**src/hw/rtl/sfrx_pkg.sv**
```systemverilog
// Shared types and constants for the serial frame receiver.
package sfrx_pkg;

    localparam int DATA_BYTES_DEF = 10;
    localparam logic [7:0] START_BYTE = 8'd255;

    typedef enum logic [1:0] {
        KIND_MSG       = 2'd0,
        KIND_BAD_START = 2'd1,
        KIND_PARITY    = 2'd2
    } t_kind;

    typedef enum logic {
        RX_IDLE  = 1'b0,
        RX_FRAME = 1'b1
    } t_rx_state;

    typedef struct packed {
        t_kind      kind;
        logic [7:0] payload;
        logic       last;
    } t_result;

    // Front-to-back queue request
    typedef struct packed {
        logic    wr_en;      // write entry
        logic    at_commit;  // write at commit point and commit it (drops open frame)
        logic    commit;     // commit all speculative entries
        t_result entry;
    } t_wr_req;

endpackage

```
**src/hw/rtl/sfrx_front.sv**
```systemverilog
// Front end: frame tracking, incremental parity check, queue requests.
module sfrx_front #(
    parameter int DATA_BYTES = sfrx_pkg::DATA_BYTES_DEF
) (
    input  logic             i_clk,
    input  logic             i_rst_n,
    input  logic             i_valid,
    input  logic [7:0]       i_byte,
    input  logic             i_space,
    output logic             o_ready,
    output sfrx_pkg::t_wr_req o_req
);

    localparam int PAIRS       = DATA_BYTES / 2;
    localparam int PARITY_BASE = 3 + DATA_BYTES;
    localparam int FRAME_LEN   = PARITY_BASE + PAIRS;
    localparam int POS_W       = $clog2(FRAME_LEN);
    localparam int PAIR_W      = (PAIRS > 1) ? $clog2(PAIRS) : 1;

    sfrx_pkg::t_rx_state r_state, n_state;
    logic [POS_W-1:0]    r_pos, n_pos;
    logic                r_bad, n_bad;
    logic [7:0]          r_prev;
    logic [7:0]          r_pair [PAIRS];

    logic               accept;
    logic [POS_W-1:0]   pos_m3;
    logic [POS_W-1:0]   pos_mpb;
    logic [PAIR_W-1:0]  pair_wr_idx;
    logic [PAIR_W-1:0]  pair_rd_idx;
    logic               is_data;
    logic               is_last_data;
    logic               is_pair_end;
    logic               is_parity;
    logic               is_final;
    logic               frame_bad;

    assign o_ready = i_space;
    assign accept  = i_valid && i_space;

    assign pos_m3      = r_pos - POS_W'(3);
    assign pos_mpb     = r_pos - POS_W'(PARITY_BASE);
    assign pair_wr_idx = PAIR_W'(pos_m3 >> 1);
    assign pair_rd_idx = PAIR_W'(pos_mpb);

    assign is_data      = (r_pos >= POS_W'(1)) && (r_pos <= POS_W'(DATA_BYTES + 1));
    assign is_last_data = (r_pos == POS_W'(DATA_BYTES + 1));
    assign is_pair_end  = r_pos[0] && (r_pos >= POS_W'(3)) && (r_pos <= POS_W'(2 * PAIRS + 1));
    assign is_parity    = (r_pos >= POS_W'(PARITY_BASE));
    assign is_final     = (r_pos == POS_W'(FRAME_LEN - 1));

    // sticky mismatch including the byte now arriving
    assign frame_bad = r_bad || (is_parity && (r_pair[pair_rd_idx] != i_byte));

    always_comb begin
        n_state = r_state;
        n_pos   = r_pos;
        n_bad   = r_bad;
        case (r_state)
            sfrx_pkg::RX_IDLE: begin
                if (accept && (i_byte == sfrx_pkg::START_BYTE)) begin
                    n_state = sfrx_pkg::RX_FRAME;
                    n_pos   = POS_W'(1);
                    n_bad   = 1'b0;
                end
            end
            sfrx_pkg::RX_FRAME: begin
                if (accept) begin
                    n_bad = frame_bad;
                    if (is_final) begin
                        n_state = sfrx_pkg::RX_IDLE;
                        n_pos   = '0;
                    end else begin
                        n_pos = r_pos + POS_W'(1);
                    end
                end
            end
            default: begin
                n_state = sfrx_pkg::RX_IDLE;
                n_pos   = '0;
            end
        endcase
    end

    always_comb begin
        o_req               = '0;
        o_req.entry.kind    = sfrx_pkg::KIND_MSG;
        case (r_state)
            sfrx_pkg::RX_IDLE: begin
                if (accept && (i_byte != sfrx_pkg::START_BYTE)) begin
                    o_req.wr_en      = 1'b1;
                    o_req.at_commit  = 1'b1;
                    o_req.entry.kind = sfrx_pkg::KIND_BAD_START;
                    o_req.entry.last = 1'b1;
                end
            end
            sfrx_pkg::RX_FRAME: begin
                if (accept && is_data) begin
                    o_req.wr_en         = 1'b1;
                    o_req.entry.payload = i_byte;
                    o_req.entry.last    = is_last_data;
                end
                if (accept && is_final) begin
                    if (frame_bad) begin
                        o_req.wr_en      = 1'b1;
                        o_req.at_commit  = 1'b1;
                        o_req.entry.kind = sfrx_pkg::KIND_PARITY;
                        o_req.entry.last = 1'b1;
                    end else begin
                        o_req.commit = 1'b1;
                    end
                end
            end
            default: begin
                o_req = '0;
            end
        endcase
    end

    always_ff @(posedge i_clk) begin
        if (!i_rst_n) begin
            r_state <= sfrx_pkg::RX_IDLE;
            r_pos   <= '0;
            r_bad   <= 1'b0;
        end else begin
            r_state <= n_state;
            r_pos   <= n_pos;
            r_bad   <= n_bad;
        end
    end

    always_ff @(posedge i_clk) begin
        if (accept) begin
            r_prev <= i_byte;
            if ((r_state == sfrx_pkg::RX_FRAME) && is_pair_end) begin
                r_pair[pair_wr_idx] <= r_prev ^ i_byte;
            end
        end
    end

endmodule

```
**src/hw/rtl/sfrx_back.sv**
```systemverilog
// Back end: result queue with speculative writes and commit, plus output register.
module sfrx_back #(
    parameter int DATA_BYTES = sfrx_pkg::DATA_BYTES_DEF
) (
    input  logic              i_clk,
    input  logic              i_rst_n,
    input  sfrx_pkg::t_wr_req i_req,
    output logic              o_space,
    output logic              o_valid,
    input  logic              i_ready,
    output sfrx_pkg::t_result o_result
);

    // room for one committed run plus one open frame
    localparam int DEPTH = 2 ** $clog2(2 * (DATA_BYTES + 1));
    localparam int IDX_W = $clog2(DEPTH);
    localparam int PTR_W = IDX_W + 1;

    sfrx_pkg::t_result mem [DEPTH];

    logic [PTR_W-1:0]  r_wr;
    logic [PTR_W-1:0]  r_cm;
    logic [PTR_W-1:0]  r_rd;
    logic              r_vld;
    sfrx_pkg::t_result r_out;

    logic [PTR_W-1:0] wr_addr;
    logic [PTR_W-1:0] used;
    logic             load;

    assign used    = r_wr - r_rd;
    assign o_space = (used != PTR_W'(DEPTH));
    assign wr_addr = i_req.at_commit ? r_cm : r_wr;
    assign load    = (r_rd != r_cm) && (!r_vld || i_ready);

    assign o_valid  = r_vld;
    assign o_result = r_out;

    always_ff @(posedge i_clk) begin
        if (i_req.wr_en) begin
            mem[wr_addr[IDX_W-1:0]] <= i_req.entry;
        end
        if (load) begin
            r_out <= mem[r_rd[IDX_W-1:0]];
        end
    end

    always_ff @(posedge i_clk) begin
        if (!i_rst_n) begin
            r_wr  <= '0;
            r_cm  <= '0;
            r_rd  <= '0;
            r_vld <= 1'b0;
        end else begin
            if (i_req.wr_en && i_req.at_commit) begin
                // discards any open frame entries
                r_cm <= r_cm + PTR_W'(1);
                r_wr <= r_cm + PTR_W'(1);
            end else if (i_req.wr_en) begin
                r_wr <= r_wr + PTR_W'(1);
            end else if (i_req.commit) begin
                r_cm <= r_wr;
            end
            if (load) begin
                r_rd <= r_rd + PTR_W'(1);
            end
            r_vld <= load || (r_vld && !i_ready);
        end
    end

endmodule

```
**src/hw/rtl/serial_frame_receiver_xor_check.sv**
```systemverilog
// Top level of the serial frame receiver with XOR parity check.
//
// Slave stream: one received byte per request on s_axis_tdata. Idle, a byte of
// 255 opens a frame; any other byte yields a bad-start error result. A frame is
// 3 + DATA_BYTES + DATA_BYTES/2 bytes: start, descriptor, data, header check
// (ignored) and parity bytes, each the XOR of a data pair.
// Master stream: tdata = payload byte, tuser = kind (0 message, 1 bad start,
// 2 parity error), tlast = end of message run or error. A good frame gives
// DATA_BYTES+1 message results, a bad one a single parity error.
// Throughput: one input byte per cycle while s_axis_tready is high, and one
// result per cycle while m_axis_tready is high and committed results wait.
// Data bytes are queued as they arrive and released, or dropped, on the final
// byte, so a run drains while the next frame comes in. The queue holds two
// runs; when it is full s_axis_tready drops and only a stalled master side
// can cause that. Reset returns to idle with an empty queue, no clearing pass.
module serial_frame_receiver_xor_check #(
    parameter int DATA_BYTES = sfrx_pkg::DATA_BYTES_DEF
) (
    input  logic       i_clk,
    input  logic       i_rst_n,
    input  logic       s_axis_tvalid,
    output logic       s_axis_tready,
    input  logic [7:0] s_axis_tdata,   // [7:0] rx_byte
    output logic       m_axis_tvalid,
    input  logic       m_axis_tready,
    output logic [7:0] m_axis_tdata,   // [7:0] payload_byte
    output logic [1:0] m_axis_tuser,   // [1:0] kind
    output logic       m_axis_tlast
);

    sfrx_pkg::t_wr_req req;
    sfrx_pkg::t_result result;
    logic              space;

    sfrx_front #(
        .DATA_BYTES(DATA_BYTES)
    ) u_front (
        .i_clk   (i_clk),
        .i_rst_n (i_rst_n),
        .i_valid (s_axis_tvalid),
        .i_byte  (s_axis_tdata),
        .i_space (space),
        .o_ready (s_axis_tready),
        .o_req   (req)
    );

    sfrx_back #(
        .DATA_BYTES(DATA_BYTES)
    ) u_back (
        .i_clk    (i_clk),
        .i_rst_n  (i_rst_n),
        .i_req    (req),
        .o_space  (space),
        .o_valid  (m_axis_tvalid),
        .i_ready  (m_axis_tready),
        .o_result (result)
    );

    assign m_axis_tdata = result.payload;
    assign m_axis_tuser = result.kind;
    assign m_axis_tlast = result.last;

endmodule

```
**config.mk**
```make
export PLATFORM = sky130hd
export DESIGN_NAME = serial_frame_receiver_xor_check
export DESIGN_NICKNAME = d
export VERILOG_FILES = /design/src/hw/rtl/sfrx_pkg.sv /design/src/hw/rtl/sfrx_front.sv /design/src/hw/rtl/sfrx_back.sv /design/src/hw/rtl/serial_frame_receiver_xor_check.sv
export SDC_FILE = /design/constraint.sdc
export NUM_CORES = 1
export LEC_CHECK = 0
export BUFFER_PORTS_ARGS = -buffer_cell sky130_fd_sc_hd__buf_2
export CAP_MARGIN = 20
export CORE_MARGIN = 10
export CORE_UTILIZATION = 52
export DETAILED_ROUTE_END_ITERATION = 8
export PLACE_DENSITY_LB_ADDON = 0.3
export SYNTH_ARGS = -nofsm -noshare
export SYNTH_HDL_FRONTEND = slang
export SYNTH_SLANG_ARGS = --single-unit
```
**constraint.sdc**
```tcl
create_clock -name i_clk -period 8.25 [get_ports i_clk]
set_input_delay 2.0625 -clock i_clk [delete_from_list [all_inputs] [get_ports i_clk]]
set_output_delay 2.0625 -clock i_clk [all_outputs]
set_load 0.02 [all_outputs]
```
==> key figures, run 1 <==
Setup path
  – Worst Path Required: 6190 ps
  – Number of cell instances on the worst register-to-register path: 10
  – Type of the worst setup path: flop to output pin
  – Launching element type of the critical path: flop
  – Worst-case register-to-register setup slack: 3330 ps
  – Critical-path maximum fanout: 14
  – Endpoint of the worst register-to-register path: u_back.mem[4][4]
  – Worst reg2reg startpoint: u_back.r_rd[4]
  – Critical Path End Type: output pin
  – Endpoint arrival time on the critical path: 3020 ps

Clock network
  – H-tree level count: 2
  – Buffers from clock root to sink, at most: 3
  – TritonCTS Buffers: 44
  – Clock transition at the register clock pins on the worst setup and hold paths after CTS: 60 ps
  – Clk sinks: 437
  – Post-cts hold buffer count: 0
  – Buffers inserted by post-CTS timing repair: 0
  – CTS tree: built
  – Clock tree root buffer cell: sky130_fd_sc_hd__clkbuf_16
  – Clock Latency Late Sink: 570 ps
  – Post-CTS Resized: 0

Route
  – Via density: 6.12
  – Wirelength, routed: 38000 um
  – Drt initial violations: 877
  – Number of antenna-violating nets in the routed design: 0
  – DR WL/cell: 26.1 um
  – First-pass detailed-route iteration total: 5
  – Routed via count: 8916
  – DRC errors left: 0

Timing
  – Total count of max-transition violations in the final report: 0
  – Post-route worst hold slack: 491 ps
  – Maximum clock frequency: 0.197 GHz
  – # setup viols final: 0
  – Slew of the pin with the lowest slew margin: 1130 ps
  – Worst clock skew: 22.0 ps
  – Period utilisation layout: 61.6%
  – Crit path time final: 5080 ps
  – Final-layout setup total negative slack: 0 ps
  – Fin. Hold Viols: 0
  – RSZ-0062 raised after global routing: no
  – Worst-case headroom to the max-slew limit: 24.5%

Global route
  – Remaining global-route overflow: 0
  – Via count of the first global-routing pass: 9035
  – Total Routing Usage GR: 18.4%
  – Wire length of the first global-routing pass: 57800 um
  – Initial antenna violation count: 1
  – Maximum number of pins on one net before global-route repair: 70

Hold path
  – Worst hold stages: 2
  – Destination of the worst hold path: u_back.o_valid
  – Hold Crit Class: flop to flop
  – Critical hold path startpoint: u_back.o_valid

Synthesis
  – Area fraction in and, or, nand and nor cells after synthesis: 5.09%
  – Net count after synthesis: 961
  – Mapped Avg Cell Area: 19.0 um2
  – Area fraction in compound gates after synthesis: 2.50%
  – Cell taking the most area after synthesis: sky130_fd_sc_hd__edfxtp_1
  – Synth top area cells: sky130_fd_sc_hd__edfxtp_1 69%, sky130_fd_sc_hd__mux4_2 15%, sky130_fd_sc_hd__dfxtp_1 2.9%, sky130_fd_sc_hd__xnor2_1 1.6%, sky130_fd_sc_hd__nor2_1 1.3%
  – Number of flip-flops and latches in the synthesized netlist: 437
  – Synth Area in Adders: 0.772%
  – Main combinational cell family by area after synthesis: multiplexers
  – Number of distinct standard cells referenced by the synthesized netlist: 65
  – Share of async-settable or async-resettable flops after synthesis: 0%
  – Sequential share of the synthesized area: 72.2%
  – Yosys top cell area share: 69.2%
  – Count of flip-flops with a built-in enable after synthesis: 411
  – Area share of xor/xnor cells in the synthesized design: 2.60%
  – Number of instances in the synthesized netlist: 938
  – Netlist area before placement: 17800 um2
  – Post-synthesis mux area share: 15.3%
  – Predominant post-synthesis flop cell: sky130_fd_sc_hd__edfxtp_1
  – Count of warnings emitted by yosys: 0

Place
  – GPL Wtd Cong: 0.842
  – Detailed Place HPWL: 23300 um
  – Area after detailed placement: 18400 um2
  – IO Port Bufs: 24

Status
  – Outcome: completed

Layout
  – Number of inserted filler cells in the final layout: 2472
  – Register area: 12900 um2
  – Share of post-route cells with drive strength above 1: 24.6%
  – Net total in the final layout: 1000
  – Most frequent cells in the layout: 411 x sky130_fd_sc_hd__edfxtp_1, 116 x sky130_fd_sc_hd__mux4_2, 60 x sky130_fd_sc_hd__nor2_1, 52 x sky130_fd_sc_hd__nand2_1, 45 x sky130_fd_sc_hd__clkbuf_16
  – P&R area growth vs syn: 11.5%
  – Total area of multi-input combinational cells: 4700 um2
  – Post-route cell area: 19900 um2
  – Leading cell type in the layout, fill and taps excluded: sky130_fd_sc_hd__edfxtp_1

Power
  – Sw Pwr: 1.30 mW
  – Worst VDD drop: 191 uV
  – Fraction of power consumed by the clock network: 36.7%
  – Leakage: 6.27 nW
  – Switching Share: 24.5%
  – Register share of total power: 48.2%
  – Cell internal power dissipation: 4.02 mW
  – Total power divided by cell area: 268 nW/um2
  – Share of total power in combinational logic: 15.1%
  – Total Power: 5.33 mW

Die
  – X dimension of the die: 205 um
  – Starting density of the core: 52.9%
  – Full die area: 42100 um2
  – Die outline height: 205 um
  – Std-Cell Rows: 67
  – Core region area: 33700 um2
  – Boundary Pins: 25

Flow run
  – Max-cap check violation count: 0
[area by class of cell]
type	instances	share of cell area, %
flip-flops and latches	437	64.7
well taps	448	2.82
clock inverters	26	1.29
repair buffers	42	1.30
inverters	21	0.397
diodes	1	0.0126
clock buffers	52	5.80
multi-input cells	431	23.6
[worst max path at each step]
stage | from | end | depth (start not counted)
after floorplan | s_axis_tdata[5] | u_back.mem[23][0] | 8
after global placement | s_axis_tvalid | u_back.mem[20][1] | 6
after detailed placement | s_axis_tdata[3] | u_back.mem[23][4] | 9
after CTS | u_back.r_rd[4] | s_axis_tready | 7
after global routing | u_back.r_rd[4] | u_back.mem[20][5] | 10
final | u_back.r_rd[4] | s_axis_tready | 7
[power groups by stage]
stage / combinational [mW] / sequential, mW / clock (mW)
final: 0.805 / 2.57 / 1.95
after CTS: 0.813 / 2.57 / 1.98
after floorplan: 0.599 / 2.57 / 0
after global routing: 0.856 / 2.58 / 2.06
after detailed placement: 0.809 / 2.62 / 0
after global placement: 0.803 / 2.62 / 0
[through the flow]
step           utilization, %  cells  setup WS, ps
3_3_place_gp             54.7   1375          2780
5_1_grt                  59.0   1457          2980
4_1_cts                  58.9   1454          3180
3_5_place_dp             54.7   1376          3000
6_report                 59.0   1458          3170
2_1_floorplan               -    938          3330
[synth_stat cells (9+ instances only)]
| cell type | n |
|---|---|
| sky130_fd_sc_hd__a21oi_1 | 14 |
| sky130_fd_sc_hd__and2_1 | 9 |
| sky130_fd_sc_hd__buf_1 | 15 |
| sky130_fd_sc_hd__clkbuf_1 | 27 |
| sky130_fd_sc_hd__dfxtp_1 | 26 |
| sky130_fd_sc_hd__edfxtp_1 | 411 |
| sky130_fd_sc_hd__ha_1 | 11 |
| sky130_fd_sc_hd__inv_1 | 20 |
| sky130_fd_sc_hd__mux4_2 | 116 |
| sky130_fd_sc_hd__nand2_1 | 52 |
| sky130_fd_sc_hd__nand3_1 | 10 |
| sky130_fd_sc_hd__nand4_1 | 11 |
| sky130_fd_sc_hd__nor2_1 | 61 |
| sky130_fd_sc_hd__nor3_1 | 18 |
| sky130_fd_sc_hd__xnor2_1 | 33 |
| sky130_fd_sc_hd__xor2_1 | 20 |
[routing by layer]
metal	global-route usage, %	share of wire (%)	vias to the layer above
li1	-	-	3838
met1	26.7	43	4651
met2	28.0	47	365
met3	3.92	8.1	62
met4	5.04	2.0	0
met5	0	0	-
[cell families after synthesis]
group	after synthesis
AND/OR/NAND/NOR	185
multiplexers	126
adder cells (fa/ha/maj)	11
XOR/XNOR	53
AO/OA/AOI/OAI	56
buffers and inverters	70
flip-flops	437
[worst max-delay path: stages, from the launching register on]
cell and delay [ps]:
sky130_fd_sc_hd__dfxtp_1 650, sky130_fd_sc_hd__inv_1 420, sky130_fd_sc_hd__ha_1 440, sky130_fd_sc_hd__nor2_1 120, sky130_fd_sc_hd__xnor2_1 120, sky130_fd_sc_hd__nor4_4 460
sky130_fd_sc_hd__inv_1 80, sky130_fd_sc_hd__buf_2 170
[sequential cells by signal, indices dropped and copies added, names as in the netlist, 5 cells and up]
| register | count |
|---|---|
| u_back.mem | 352 |
| u_back.o_result | 11 |
| u_front.r_pair | 40 |
| u_front.r_prev | 8 |
| u_front.r_pos | 5 |
| u_back.r_wr | 6 |
| u_back.r_rd | 6 |
| u_back.r_cm | 6 |
No activity file was read; power rests on OpenSTA's default activity.
==> run 2, diff against run 1 <==
Settings changed: ABC_AREA set to 1.
Clock period 8.25 ns to 4.4 ns, I/O delays scaled along.
==> run 2 against run 1 <==
  * Worst hold slack improved by 19 ps
  * Via count increased by 38%
  * Power increased by 110%
  * Combinational power increased to 3.4 times the previous value
  * Sequential cell count unchanged
  * Clock-buffer cell count increased by 6
  * First-iteration DRC count increased by 60%
==> key figures, run 2 <==
Synthesis
  – Synth top area cells: sky130_fd_sc_hd__edfxtp_1 67%, sky130_fd_sc_hd__o21ai_0 5.6%, sky130_fd_sc_hd__nor2_1 5.1%, sky130_fd_sc_hd__nand2_1 3.7%, sky130_fd_sc_hd__dfxtp_1 2.8%
  – Number of distinct standard cells referenced by the synthesized netlist: 46 (-29%)
  – Mapped Avg Cell Area: 11.9 um2 (-37%)
  – Predominant post-synthesis flop cell: sky130_fd_sc_hd__edfxtp_1
  – Netlist area before placement: 18400 um2 (+3.0%)
  – Number of instances in the synthesized netlist: 1544 (+65%)
  – Most frequent cell after synthesis: sky130_fd_sc_hd__edfxtp_1
  – Synth top cells by count: 411 x sky130_fd_sc_hd__edfxtp_1, 250 x sky130_fd_sc_hd__nor2_1, 206 x sky130_fd_sc_hd__o21ai_0
  – Count of flip-flops with a built-in enable after synthesis: 411 (unchanged)
  – Net count after synthesis: 1567 (+63%)
  – Yosys top cell area share: 67.2% (-2.0 points)
  – Sequential share of the synthesized area: 70.1% (-2.1 points)
  – Share of async-settable or async-resettable flops after synthesis: 0% (unchanged)
  – Number of flip-flops and latches in the synthesized netlist: 437 (unchanged)
  – Count of warnings emitted by yosys: 0 (unchanged)
  – Cell taking the most area after synthesis: sky130_fd_sc_hd__edfxtp_1

Layout
  – Total area of multi-input combinational cells: 4850 um2 (+3.2%)
  – Final core occ: 59.6% (+0.63 points)
  – Share of post-route cells with drive strength above 1: 13.2% (-11 points)
  – Number of flip-flops under the largest register name: 352 (unchanged)
  – Number of inserted filler cells in the final layout: 2718 (+10%)
  – Net total in the final layout: 1611 (+61%)
  – Most frequent cells in the layout: 411 x sky130_fd_sc_hd__edfxtp_1, 242 x sky130_fd_sc_hd__nor2_1, 205 x sky130_fd_sc_hd__o21ai_0, 183 x sky130_fd_sc_hd__nand2_1, 68 x sky130_fd_sc_hd__inv_1
  – Leading cell type in the layout, fill and taps excluded: sky130_fd_sc_hd__edfxtp_1
  – Register area: 12900 um2 (about the same)
  – P&R area growth vs syn: 12.7%

Route
  – Drt initial violations: 1402 (+60%)
  – Routed via count: 12300 (+38%)
  – Wirelength, routed: 44300 um (+16%)
  – Via density: 5.91 (-3.4%)
  – DR WL/cell: 21.3 um (-18%)
  – First-pass detailed-route iteration total: 6 (+1)
  – DRC errors left: 0 (unchanged)
  – Number of antenna-violating nets in the routed design: 0 (unchanged)

Setup path
  – Worst Path Required: 4660 ps (-1530 ps)
  – Endpoint of the most critical setup path: u_back.mem[21][3]
  – Type of the worst setup path: flop to flop
  – Worst-case register-to-register setup slack: 810 ps (-2520 ps)
  – Endpoint of the worst register-to-register path: u_back.mem[21][3]
  – Launching element type of the critical path: flop
  – Critical-path maximum fanout: 20 (+6)
  – Number of cell instances on the worst register-to-register path: 20 (+10)
  – CP Launch Point: u_front.r_pos[0]
  – Critical Path End Type: flop
  – Endpoint arrival time on the critical path: 3850 ps (+830 ps)
  – Worst reg2reg startpoint: u_front.r_pos[0]

Die
  – Die outline height: 208 um (+1.3%)
  – Core region area: 34700 um2 (+3.0%)
  – Full die area: 43200 um2 (+2.7%)
  – Boundary Pins: 25 (unchanged)
  – X dimension of the die: 208 um (+1.3%)
  – Std-Cell Rows: 68 (+1.5%)
  – Starting density of the core: 52.9% (about the same)

Power
  – Switching Share: 31.9% (+7.5 points)
  – Register share of total power: 42.1% (-6.1 points)
  – Leakage: 7.35 nW (+17%)
  – Cell internal power dissipation: 7.68 mW (+91%)
  – Total power divided by cell area: 545 nW/um2 (+100%)
  – Sw Pwr: 3.61 mW (+180%)
  – Share of total power in combinational logic: 24.0% (+8.9 points)
  – Worst VDD drop: 491 uV (+160%)
  – Fraction of power consumed by the clock network: 33.9% (-2.8 points)

Global route
  – Total Routing Usage GR: 19.8% (+1.4 points)
  – Maximum number of pins on one net before global-route repair: 180 (+160%)
  – Initial antenna violation count: 2 (+1)
  – Remaining global-route overflow: 0 (unchanged)
  – Wire length of the first global-routing pass: 68700 um (+19%)
  – Via count of the first global-routing pass: 11800 (+31%)

Timing
  – Worst clock skew: 24.1 ps (+2.13 ps)
  – Worst-case headroom to the max-slew limit: 29.9% (+5.5 points)
  – Total count of max-transition violations in the final report: 0 (unchanged)
  – Crit path time final: 3590 ps
  – Fin. Hold Viols: 0 (unchanged)
  – # setup viols final: 0 (unchanged)
  – Period utilisation layout: 81.6%
  – Final worst setup slack: 811 ps (-2360 ps)
  – Slew of the pin with the lowest slew margin: 1050 ps (-77.7 ps)
  – RSZ-0062 raised after global routing: no
  – Maximum clock frequency: 0.279 GHz
  – Final-layout setup total negative slack: 0 ps (unchanged)

Clock network
  – Clock transition at the register clock pins on the worst setup and hold paths after CTS: 60 ps (about the same)
  – Buffers from clock root to sink, at most: 3 (unchanged)
  – Post-cts hold buffer count: 0 (unchanged)
  – Clk sinks: 437 (unchanged)
  – Clock Latency Late Sink: 570 ps (about the same)
  – H-tree level count: 2 (unchanged)
  – Post-CTS Resized: 0 (unchanged)
  – CTS tree: built
  – TritonCTS Buffers: 45 (+2.3%)
  – Clock tree root buffer cell: sky130_fd_sc_hd__clkbuf_16
  – Buffers inserted by post-CTS timing repair: 0 (unchanged)

Place
  – GPL Wtd Cong: 0.909 (+8.0%)
  – IO Port Bufs: 24 (unchanged)
  – Detailed Place HPWL: 26200 um (+12%)
  – Dpl ws: 852 ps (-2150 ps)

Hold path
  – Hold Crit Class: flop to flop

Flow run
  – Max-cap check violation count: 0 (unchanged)

Status
  – Outcome: completed
-- run 2: changes by cell type in the layout (fill, tap and decap cells not counted), moves of 48 or more --
cell                      change
sky130_fd_sc_hd__inv_1       +48
sky130_fd_sc_hd__mux4_2     -116
sky130_fd_sc_hd__nand2_1    +131
sky130_fd_sc_hd__nand3_1     +57
sky130_fd_sc_hd__nor2_1     +182
sky130_fd_sc_hd__o21ai_0    +198
sky130_fd_sc_hd__o22ai_1     +59
-- run 2: worst min path at each step --
| stage | from | end | slack [ps] | depth (start not counted) |
|---|---|---|---|---|
| after floorplan | u_back.r_rd[5] | u_back.r_rd[5] | 460 | 1 |
| after global placement | u_front.r_bad | u_front.r_bad | 490 | 2 |
| after detailed placement | u_back.o_valid | u_back.o_valid | 500 | 2 |
| after CTS | u_back.o_valid | u_back.o_valid | 510 | 2 |
| after global routing | u_back.o_valid | u_back.o_valid | 530 | 2 |
| final | u_back.o_valid | u_back.o_valid | 510 | 2 |
-- run 2: logic make-up after synthesis --
| logic type | after synthesis | synth area share [%] |
|---|---|---|
| adder cells (fa/ha/maj) | 11 | 0.750 |
| AO/OA/AOI/OAI | 334 | 10.5 |
| XOR/XNOR | 18 | 0.859 |
| buffers and inverters | 165 | 3.69 |
| AND/OR/NAND/NOR | 579 | 14.1 |
| flip-flops | 437 | 70.1 |
-- run 2: power groups by stage --
stage	registers (mW)	logic [mW]	clock network, mW
2_1_floorplan	4.90	1.75	0
3_3_place_gp	4.84	2.63	0
3_5_place_dp	4.84	2.67	0
4_1_cts	4.75	2.70	3.87
5_1_grt	4.76	2.96	4.05
6_report	4.75	2.71	3.83
-- run 2: worst max-delay path, cell delays in order, from the launching register on --
cell and delay (ps):
sky130_fd_sc_hd__dfxtp_1 320, sky130_fd_sc_hd__inv_2 260, sky130_fd_sc_hd__ha_1 270, sky130_fd_sc_hd__inv_1 50, sky130_fd_sc_hd__nand2_1 90, sky130_fd_sc_hd__nand2_4 130, sky130_fd_sc_hd__or2_1 250, sky130_fd_sc_hd__nand3_1 90
sky130_fd_sc_hd__nand2_1 70, sky130_fd_sc_hd__nand2_1 50, sky130_fd_sc_hd__nor2_1 40, sky130_fd_sc_hd__nand2_1 70, sky130_fd_sc_hd__nand2_1 60, sky130_fd_sc_hd__nand2_2 110, sky130_fd_sc_hd__nand2_4 150, sky130_fd_sc_hd__nand2_4 210
sky130_fd_sc_hd__nand2_1 80, sky130_fd_sc_hd__nand2_1 140, sky130_fd_sc_hd__nand3_2 210, sky130_fd_sc_hd__nor2_1 370, sky130_fd_sc_hd__buf_4 240
-- run 2: layout make-up --
type                    instances  area share (%)
well taps                     455            2.75
flip-flops and latches        437            62.2
clock inverters                25            1.16
diodes                          1          0.0121
repair buffers                 85            2.95
clock buffers                  58            6.08
multi-input cells             942            23.4
inverters                      77            1.43
-- run 2: layer usage --
metal | vias to the layer above | GRT usage (%) | wire length, um
li1 | 5681 | - | -
met1 | 5981 | 26.7 | 18700
met2 | 532 | 31.6 | 20800
met3 | 88 | 3.83 | 3500
met4 | 2 | 6.75 | 1280
met5 | - | 0 | 9
-- run 2: stage by stage --
stage                     cells  total power, mW  area, um2  hold WS, ps
after floorplan            1544             6.65      18400          455
after global placement     1995             7.47      19200          488
after detailed placement   1995             7.52      19200          500
after CTS                  2078             11.3      20700          514
after global routing       2080             11.8      20700          528
final                      2080             11.3      20700          511
==> run 3, diff against run 2 <==
Clock period 4.4 ns to 3.72 ns, I/O delays scaled along.
==> run 3 against run 2 <==
  * Clock skew hardly changed
  * Combinational power is 17% higher
  * Worst setup slack worse by 490 ps
==> key figures, run 3 (synthesis results as in run 2) <==
Status
  – Outcome: completed

Setup path
  – Critical Path End Type: flop
  – Endpoint arrival time on the critical path: 3650 ps (-200 ps)
  – Type of the worst setup path: flop to flop
  – Worst Path Required: 3980 ps (-680 ps)
  – Launching element type of the critical path: flop
  – Worst-case register-to-register setup slack: 320 ps (-490 ps)
  – Endpoint of the worst register-to-register path: u_back.mem[13][7]
  – Worst reg2reg startpoint: u_front.r_pos[1]
  – Number of cell instances on the worst register-to-register path: 22 (+10%)
  – Critical-path maximum fanout: 17 (-15%)

Global route
  – Maximum number of pins on one net before global-route repair: 99 (-45%)
  – Wire length of the first global-routing pass: 69000 um (+0.49%)
  – Via count of the first global-routing pass: 11700 (-0.88%)
  – Remaining global-route overflow: 0 (unchanged)
  – Initial antenna violation count: 1 (-1)
  – Total Routing Usage GR: 20.0% (+0.20 points)

Die
  – Std-Cell Rows: 68 (unchanged)
  – X dimension of the die: 208 um (unchanged)
  – Starting density of the core: 52.9% (unchanged)
  – Boundary Pins: 25 (unchanged)
  – Core region area: 34700 um2 (unchanged)
  – Die outline height: 208 um (unchanged)
  – Full die area: 43200 um2 (unchanged)

Layout
  – P&R area growth vs syn: 12.1%
  – Number of flip-flops under the largest register name: 352 (unchanged)
  – Diode count: 0 (-1)
  – Leading cell type in the layout, fill and taps excluded: sky130_fd_sc_hd__edfxtp_1
  – Final core occ: 59.3% (-0.34 points)
  – Most frequent cells in the layout: 411 x sky130_fd_sc_hd__edfxtp_1, 241 x sky130_fd_sc_hd__nor2_1, 205 x sky130_fd_sc_hd__o21ai_0, 183 x sky130_fd_sc_hd__nand2_1, 70 x sky130_fd_sc_hd__buf_4
  – Share of post-route cells with drive strength above 1: 13.3% (+0.045 points)
  – Net total in the final layout: 1619 (+0.50%)

Power
  – Total power divided by cell area: 628 nW/um2 (+15%)
  – Register share of total power: 43.5% (+1.4 points)
  – Worst VDD drop: 404 uV (-18%)
  – Sw Pwr: 4.18 mW (+16%)
  – Share of total power in combinational logic: 24.4% (+0.4 points)
  – Leakage: 7.29 nW (-0.70%)
  – Cell internal power dissipation: 8.74 mW (+14%)
  – Switching Share: 32.3% (+0.40 points)
  – Total Power: 12.9 mW (+15%)
  – Fraction of power consumed by the clock network: 32.1% (-1.8 points)

Clock network
  – H-tree level count: 2 (unchanged)
  – CTS tree: built
  – TritonCTS Buffers: 44 (-2.2%)
  – Clock tree root buffer cell: sky130_fd_sc_hd__clkbuf_16
  – Clock transition at the register clock pins on the worst setup and hold paths after CTS: 60 ps (about the same)
  – Clk sinks: 437 (unchanged)
  – Buffers from clock root to sink, at most: 3 (unchanged)
  – Clock Latency Late Sink: 560 ps (about the same)

Route
  – Routed via count: 12300 (+0.057%)
  – DR WL/cell: 21.5 um (+0.79%)
  – DRC errors left: 0 (unchanged)
  – Drt initial violations: 1518 (+8.3%)
  – Via density: 5.91 (about the same)
  – Wirelength, routed: 44600 um (+0.84%)
  – First-pass detailed-route iteration total: 6 (unchanged)
  – Number of antenna-violating nets in the routed design: 0 (unchanged)

Timing
  – Slew of the pin with the lowest slew margin: 990 ps (-61.3 ps)
  – Period utilisation layout: 91.3% (+9.8 points)
  – Fin. Hold Viols: 0 (unchanged)
  – RSZ-0062 raised after global routing: no
  – Crit path time final: 3400 ps (-192 ps)
  – Maximum clock frequency: 0.294 GHz (+5.6%)
  – # setup viols final: 0 (unchanged)
  – Total count of max-transition violations in the final report: 0 (unchanged)
  – Worst clock skew: 24.3 ps (+0.246 ps)
  – Final-layout setup total negative slack: 0 ps (unchanged)
  – Worst-case headroom to the max-slew limit: 34.0% (+4.1 points)

Hold path
  – Hold Crit Class: flop to flop
  – Destination of the worst hold path: u_front.r_bad
  – Worst hold stages: 2 (unchanged)
  – Critical hold path startpoint: u_front.r_bad

Place
  – IO Port Bufs: 24 (unchanged)
  – Detailed Place HPWL: 27500 um (+5.0%)
  – GPL Wtd Cong: 0.903 (-0.69%)

Flow run
  – Max-cap check violation count: 0 (unchanged)
==> run 3: changes by cell type in the layout (fill, tap and decap cells not counted), sizes merged <==
cell    delta
buf        +9
clkbuf     -5
diode      -1
bufinv     -2
==> run 3: final cells by class <==
type	instances	area (um2)
sequential	437	12900
tap	455	569
clock buffer	53	1160
clock inverter	23	169
timing repair buffer	94	646
inverter	77	300
fill	2717	14100
multi-input combinational	942	4870
==> run 3: power by group through the flow <==
stage / Sequential, mW / Combinational [mW] / Clock (mW)
2_1_floorplan: 5.80 / 2.07 / 0
3_3_place_gp: 5.72 / 3.08 / 0
3_5_place_dp: 5.72 / 3.11 / 0
4_1_cts: 5.62 / 3.12 / 4.20
5_1_grt: 5.63 / 3.46 / 4.39
6_report: 5.62 / 3.16 / 4.15
==> run 3: layer usage <==
| metal | vias to the layer above | wire length (um) | share of wire, % | global-route usage (%) |
|---|---|---|---|---|
| met2 | 540 | 20800 | 47 | 31.1 |
| met4 | 2 | 1480 | 3.3 | 7.52 |
| met5 | - | 13 | 0.029 | 0 |
| li1 | 5680 | - | - | - |
| met3 | 101 | 3810 | 8.5 | 3.89 |
| met1 | 5968 | 18600 | 42 | 27.4 |
==> run 3: repair_timing <==
action / CTS / global route
endpoints found under the setup margin: 0 / 153
gates resized for setup: 0 / 4
buffers inserted: 0 / 0
hold buffers: 0 / 0
==> run 3: critical path: stages, from the launching register on <==
cell	delay, ps
sky130_fd_sc_hd__dfxtp_1	400
sky130_fd_sc_hd__inv_1	100
sky130_fd_sc_hd__ha_1	340
sky130_fd_sc_hd__clkinvlp_4	220
sky130_fd_sc_hd__nand3_1	150
sky130_fd_sc_hd__nand3_1	100
sky130_fd_sc_hd__nand2_1	70
sky130_fd_sc_hd__nand2_1	40
sky130_fd_sc_hd__nand2_1	60
sky130_fd_sc_hd__inv_1	40
sky130_fd_sc_hd__nand2_1	50
sky130_fd_sc_hd__nor2_1	40
sky130_fd_sc_hd__nand2_1	70
sky130_fd_sc_hd__nand2_1	60
sky130_fd_sc_hd__nand2_2	100
sky130_fd_sc_hd__nand2_4	160
sky130_fd_sc_hd__nand2_8	170
sky130_fd_sc_hd__nand2_1	60
sky130_fd_sc_hd__nand2_1	170
sky130_fd_sc_hd__nand3_2	160
sky130_fd_sc_hd__buf_4	200
sky130_fd_sc_hd__nor2_1	100
sky130_fd_sc_hd__buf_4	220
==> run 3: stage by stage <==
step	hold WS, ps	worst slack [ps]	instance area [um2]	std cells
floorplan	455	-54.4	18400	1544
global placement	491	315	19200	2005
detailed placement	506	274	19200	2005
CTS	521	243	20600	2081
global route	539	5.84	20600	2081
finish	515	323	20600	2081
==> run 3: worst max-delay path by stage <==
stage                          to  depth (start not counted)  slack, ps             start
6_report        u_back.mem[13][7]                         22        320  u_front.r_pos[1]
5_1_grt        u_back.mem[17][10]                         22          6  u_front.r_pos[1]
4_1_cts         u_back.mem[15][3]                         21        240  u_front.r_pos[1]
3_5_place_dp    u_back.mem[27][6]                         21        270  u_front.r_pos[1]
3_3_place_gp   u_back.mem[11][10]                         21        310  u_front.r_pos[1]
2_1_floorplan   u_back.mem[11][0]                         16        -50    u_back.r_rd[2]
